$ cat config.mk
export PLATFORM = sky130hd
export DESIGN_NAME = fvn_octave_cell
export DESIGN_NICKNAME = d
export VERILOG_FILES = /design/src/rtl/fractal_value_noise_core_defines.svh /design/src/rtl/fvn_pkg.sv /design/src/rtl/fvn_octave_cell.sv
export SDC_FILE = /design/constraint.sdc
export NUM_CORES = 1
export LEC_CHECK = 0
export BUFFER_PORTS_ARGS = -buffer_cell sky130_fd_sc_hd__buf_2
export CAP_MARGIN = 40
export CORE_UTILIZATION = 43
export DETAILED_ROUTE_END_ITERATION = 16
export SLEW_MARGIN = 40
export SYNTH_ARGS = -nofsm -noshare
export SYNTH_HDL_FRONTEND = slang
export SYNTH_SLANG_ARGS = --single-unit
export TNS_END_PERCENT = 1
$ cat constraint.sdc
create_clock -name i_clk -period 7.6 [get_ports i_clk]
set_input_delay 0.76 -clock i_clk [delete_from_list [all_inputs] [get_ports i_clk]]
set_output_delay 0.76 -clock i_clk [all_outputs]
set_load 0.05 [all_outputs]
$ cat src/rtl/fractal_value_noise_core_defines.svh
// assertion macros for the fractal value noise core
// no dependencies; taken in by the files that carry assertions
`ifndef FRACTAL_VALUE_NOISE_CORE_DEFINES_SVH
`define FRACTAL_VALUE_NOISE_CORE_DEFINES_SVH

// same-cycle implication, disabled while reset is low
`define FVN_ASSERT_IMP(lbl, clk, rst_n, ante, cons, msg) \
    lbl: assert property (@(posedge clk) disable iff (!rst_n) (ante) |-> (cons)) \
        else $error(msg);

// next-cycle implication, disabled while reset is low
`define FVN_ASSERT_NXT(lbl, clk, rst_n, ante, cons, msg) \
    lbl: assert property (@(posedge clk) disable iff (!rst_n) (ante) |=> (cons)) \
        else $error(msg);

`endif

$ cat src/rtl/fvn_pkg.sv
// shared types, codes and the quintic fade rom for the fractal value noise core
// no dependencies
package fvn_pkg;

    localparam int SUM_W     = 20;
    localparam int CFG_IDX_W = 2;

    localparam logic [1:0] MODE_PERM   = 2'd0;
    localparam logic [1:0] MODE_WEIGHT = 2'd1;
    localparam logic [1:0] MODE_EVAL   = 2'd2;

    localparam logic [CFG_IDX_W-1:0] CFG_OCTAVE_COUNT = 2'd0;
    localparam logic [CFG_IDX_W-1:0] CFG_PERIOD_LOG2  = 2'd1;

    localparam logic [3:0] OCTAVE_COUNT_RESET = 4'd1;
    localparam logic [3:0] PERIOD_LOG2_RESET  = 4'd8;
    localparam logic [8:0] WEIGHT_FIRST       = 9'd256;

    typedef enum logic [2:0] {
        S_IDLE,
        S_HASH,
        S_ROW0,
        S_ROW1,
        S_DRAIN,
        S_DONE
    } t_state;

    typedef struct packed {
        logic wt_load;
        logic step;
    } t_cell_ctl;

    typedef logic [7:0] t_fade_rom [256];

    // entry i = round(255 * (6t^5 - 15t^4 + 10t^3)), t = i/256, exact integer form
    function automatic t_fade_rom fade_rom_init();
        t_fade_rom       rom;
        longint unsigned k;
        longint unsigned i3;
        longint unsigned num;
        for (int i = 0; i < 256; i++) begin
            k   = 64'(i);
            i3  = k * k * k;
            num = 64'd6 * i3 * k * k + 64'd655360 * i3 - 64'd3840 * i3 * k;
            rom[i] = 8'((64'd255 * num + (64'd1 << 39)) >> 40);
        end
        return rom;
    endfunction

    localparam t_fade_rom FADE = fade_rom_init();

endpackage

$ cat src/rtl/fvn_octave_cell.sv
// one octave cell: holds its weight, adds weight * octave value to the
// partial sum handed on by the previous cell; uses fvn_pkg
module fvn_octave_cell (
    input  logic                        i_clk,
    input  logic                        i_rst_n,
    input  fvn_pkg::t_cell_ctl          i_ctl,
    input  logic [8:0]                  i_wt_init,
    input  logic [8:0]                  i_wt_value,
    input  logic [7:0]                  i_value,
    input  logic [fvn_pkg::SUM_W-1:0]   i_sum,
    output logic [fvn_pkg::SUM_W-1:0]   o_sum
);
    import fvn_pkg::*;

    logic [8:0]       r_weight;
    logic [SUM_W-1:0] r_sum;
    logic [SUM_W-1:0] n_sum;
    logic [16:0]      w_prod;

    assign w_prod = r_weight * i_value;
    assign n_sum  = i_sum + SUM_W'(w_prod);
    assign o_sum  = r_sum;

    always_ff @(posedge i_clk) begin
        if (!i_rst_n) begin
            r_weight <= i_wt_init;
        end else if (i_ctl.wt_load) begin
            r_weight <= i_wt_value;
        end
    end

    always_ff @(posedge i_clk) begin
        if (i_ctl.step) begin
            r_sum <= n_sum;
        end
    end

endmodule

### Yosys cells after proc, flatten, opt, wreduce, memory -nomap -nowiden

Index checks and enable logic that the tools add are counted.

* register bits after elaboration: 29
* input port bits: 50
* output and inout bits: 20
* word-level logic and storage cells: 7

* $add $sub $neg: 1
* multiply operators: 1
* eq/ne operators: 1
* muxes and demuxes: 2

Operator list (number)
* 20-bit by 17-bit adder with 20-bit output: 1
* 9-bit 2-to-1 mux: 2
* 9-bit by 8-bit multiplier with 17-bit output: 1
* 2-bit by 1-bit inequality test with 1-bit output, second input constant: 1

### Depth between registers and ports, before layout

* depth after elaboration: 2
* mapped depth: 17
* mapped depth without buffers: 15

### Worst setup path before layout

Ideal clock, no wire load.

* path type: in2reg
* from: in i_value[0]
* to: reg r_sum[17] (netlist: o_sum[17]) (data pin)
* setup time: 0.259 ns
* arrival: 4.560 ns
* data required time: 7.341 ns
* path slack: 2.781 ns
* cell stages on the path: 15
* path buffers: 1
* path through: clkbuf_1 > nand2_1 > fa_1 > inv_1 > fa_1 > inv_1 > fa_1 > fa_1 > inv_1 > ha_1 > o211ai_2 > a211oi_2 > o311a_4 > nand2b_1 > a211o_1

* cells in the longest elaborated chain, start to end: 2

RTL lines
* start, declared: RTL line fvn_octave_cell.sv:9 `input logic [7:0] i_value,`
* 9-bit by 8-bit multiplier with 17-bit output: RTL line fvn_octave_cell.sv:20 `assign w_prod = r_weight * i_value;`
* 20-bit by 17-bit adder with 20-bit output: RTL line fvn_octave_cell.sv:21 `assign n_sum = i_sum + SUM_W'(w_prod);`
* net n_sum[17]: RTL line fvn_octave_cell.sv:17 `logic [SUM_W-1:0] n_sum;`
* end signal, assigned: RTL line fvn_octave_cell.sv:34 `r_sum <= n_sum;`
* end, declared: RTL line fvn_octave_cell.sv:16 `logic [SUM_W-1:0] r_sum;`

The timed path passes the listed nets, and every way through them passes these cells.
A chain may end at the register's enable or synchronous reset.

### Worst setup path in the final report

* from: in i_value[7]
* to: reg r_sum[19] (netlist: o_sum[19]) (data pin)

The elaborated chain is that of the path after synthesis.

==> flow_metrics.env <==
export IMPL_cp_required_ps=7610
export IMPL_synth_compound_area_share_pct=7.37
export IMPL_p_leak_nw=2.37
export IMPL_drt_initial_drc_count=61
export IMPL_cts_tree="yes"
export IMPL_period_share_pct=61.5
export IMPL_power_density_mw_per_mm2=414
export IMPL_dp_hpwl_um=6460
export IMPL_postSynth_asyncResetShare_pct=0
export IMPL_synth_top_area_share_pct=28.3
export IMPL_drive_above_1_share_pct=19.4
export IMPL_crit_type="in2reg"
export IMPL_min_period_ps=4670
export IMPL_tightest_slew_ps=431
export IMPL_fin_worst_skew_ps=14.8
export IMPL_cts_sinks=29
export IMPL_synth_xor_xnor_area_share_pct=2.61
export IMPL_final_max_slew_violation_count=0
export IMPL_gp_congestion=0.919
export IMPL_core_rowCount=34
export IMPL_status="complete, no violations"
export IMPL_hp_class="in2reg"
export IMPL_htreeDepth=2
export IMPL_vias_per_cell=4.81
export IMPL_die_w_um=98.8
export IMPL_synth_edf_count=29
export IMPL_wl_per_cell_um=12.7
export IMPL_io_buffers=69
export IMPL_post_route_drc_count=0
export IMPL_worstPathMaxFanout=9
export IMPL_reg2reg_depth=12
export IMPL_clockBufferDepth=2
export IMPL_fmax_mhz=214
export IMPL_grt_pass1_wl_um=13000
export IMPL_power_w=0.00188
export IMPL_syn_avg_cell_area_um2=9.91
export IMPL_setup_violations=0
export IMPL_cts_hold_buf=0
export IMPL_fin_setup_tns_ps=0
export IMPL_synth_common_cells="inv_1, fa_1, ha_1, nand2_1, and2_1"
export IMPL_synthAdderAreaFrac_pct=41.4
export IMPL_cp_end_kind="flip-flop"
export IMPL_synth_ff_type="edfxtp_1"
export IMPL_finalHoldViolCount=0
export IMPL_path_clk_slew_ps=70
export IMPL_vias=2802
export IMPL_ys_top_cells_by_area="fa_1, edfxtp_1, ha_1, inv_1, and2_1"
export IMPL_core_area_mm2=0.00889
export IMPL_grt_usage_pct=16.8
export IMPL_post_synth_top_area_cell="fa_1"
export IMPL_fp_dieH_um=98.8
export IMPL_yosysSeqAreaShare_pct=21.6
export IMPL_n_fill_cell=841
export IMPL_synth_distinct_cells=40
export IMPL_clock_latency_ps=280
export IMPL_grt_max_degree=21
export IMPL_start_util_pct=45.3
export IMPL_rsz0062_at_grt="no"
export IMPL_yosys_area_share_simple_pct=13.3
export IMPL_nets=623
export IMPL_die_area_mm2=0.00975
export IMPL_first_global_vias=2918
export IMPL_relSlewSlack_pct=71.3
export IMPL_hold_path_depth=2
export IMPL_io_pins=70
export IMPL_ant_nets=0
export IMPL_antenna_found_initial=0
export IMPL_grt_overflow_total=0
export IMPL_post_cts_buffers=0
export IMPL_synthMuxAreaShare_pct=3.02
export IMPL_netlist_area_mm2=0.00403
export IMPL_diodes=0
export IMPL_max_cap_violations=0
export IMPL_worstPathArrival_ps=4690
export IMPL_cts_root_buf="clkbuf_8"
export IMPL_syn2layout_area_growth_pct=13.0
export IMPL_synthCells=406
export IMPL_ir_drop_mv=0.189
export IMPL_startpoint_type="input pin"
export IMPL_first_pass_iters=7
export IMPL_synth_top_family_by_area="adder cells"
export IMPL_cts_resized=0
export IMPL_drt_wl_total_um=7420
export IMPL_synth_most_common_cell="inv_1"
export IMPL_synth_nets=555
export IMPL_synth_seq_cells=29
export IMPL_synth_warnings=0
export IMPL_numCtsBuffers=5
[final timing paths]
kind           startpoint           to  slack [ps]
min          i_wt_init[8]  r_weight[8]         780
min reg2reg   r_weight[0]     o_sum[0]         930
max reg2reg   r_weight[3]    o_sum[17]        3010
max            i_value[7]    o_sum[19]        2930
[registers in the layout, summed over array words and instances, names as in the netlist]
register,count
r_weight,9
o_sum,20
[routing by layer]
metal  vias up  part of all wire, %  global-route usage [%]
met2       108                   46                    28.3
met4         0                  1.0                    3.44
met5         -                    0                       0
met3         6                  6.9                    3.97
li1       1398                    -                       -
met1      1290                   46                    22.1
[placed cells by master, fill, tap and decap left out, types with 2 or more instances in the layout]
| cell type | count |
|---|---|
| xnor2_1 | 6 |
| nor3_1 | 3 |
| buf_2 | 69 |
| inv_1 | 105 |
| nand3_1 | 4 |
| nand2b_1 | 4 |
| fa_1 | 57 |
| o211ai_2 | 2 |
| o211ai_1 | 2 |
| a41oi_1 | 2 |
| o21ai_0 | 7 |
| a21o_1 | 5 |
| xor2_1 | 6 |
| nor2_1 | 6 |
| clkbuf_8 | 5 |
| nand4_1 | 2 |
| ha_1 | 42 |
| a21oi_1 | 8 |
| a211oi_2 | 2 |
| and2_1 | 38 |
| a31oi_1 | 2 |
| edfxtp_1 | 29 |
| mux2i_1 | 2 |
| mux2_2 | 9 |
| nand2_1 | 42 |
[worst max-delay path, stage by stage]
cell,delay [ps]
buf_2,160
nand2_1,100
fa_1,540
inv_1,50
fa_1,530
inv_1,60
fa_1,500
fa_1,540
inv_1,40
ha_1,390
a21oi_1,380
o211ai_1,130
a41oi_1,230
o21ai_0,130
xor2_1,160
[final cells by class]
cell class | instances | area (um^2) | share of cell area, %
multi-input cells | 264 | 2730 | 59.9
well taps | 108 | 135 | 2.97
clock inverters | 1 | 3.75 | 0.0826
clock buffers | 6 | 72.6 | 1.60
flip-flops and latches | 29 | 871 | 19.2
inverters | 105 | 394 | 8.67
repair buffers | 69 | 345 | 7.59
[where the power goes]
part | internal (W) | total, W | switching, W
sequential | 0.000301 | 0.000322 | 0.0000205
combinational | 0.000558 | 0.00144 | 0.000884
clock | 0.0000616 | 0.000120 | 0.0000580
[logic make-up (layout without fill, tap and decap cells)]
family          after synthesis  count (layout)
fa+ha+maj                    99              99
mux                          11              11
buf+inv                     113             181
xor+xnor                     12              12
compound gates               37              37
simple gates                105             105
flops                        29              29
[through the flow]
| stage | setup WS, ps | cell area (um^2) | cells | utilization (%) | hold slack [ps] |
|---|---|---|---|---|---|
| after floorplan | 2780 | 4030 | 406 | - | 731 |
| after global placement | 2670 | 4470 | 575 | 50.3 | 896 |
| after detailed placement | 2640 | 4470 | 575 | 50.3 | 919 |
| after CTS | 2940 | 4550 | 582 | 51.1 | 768 |
| after global routing | 2670 | 4550 | 582 | 51.1 | 766 |
| final | 2930 | 4550 | 582 | 51.1 | 781 |
(Power assumes the default switching activity.)
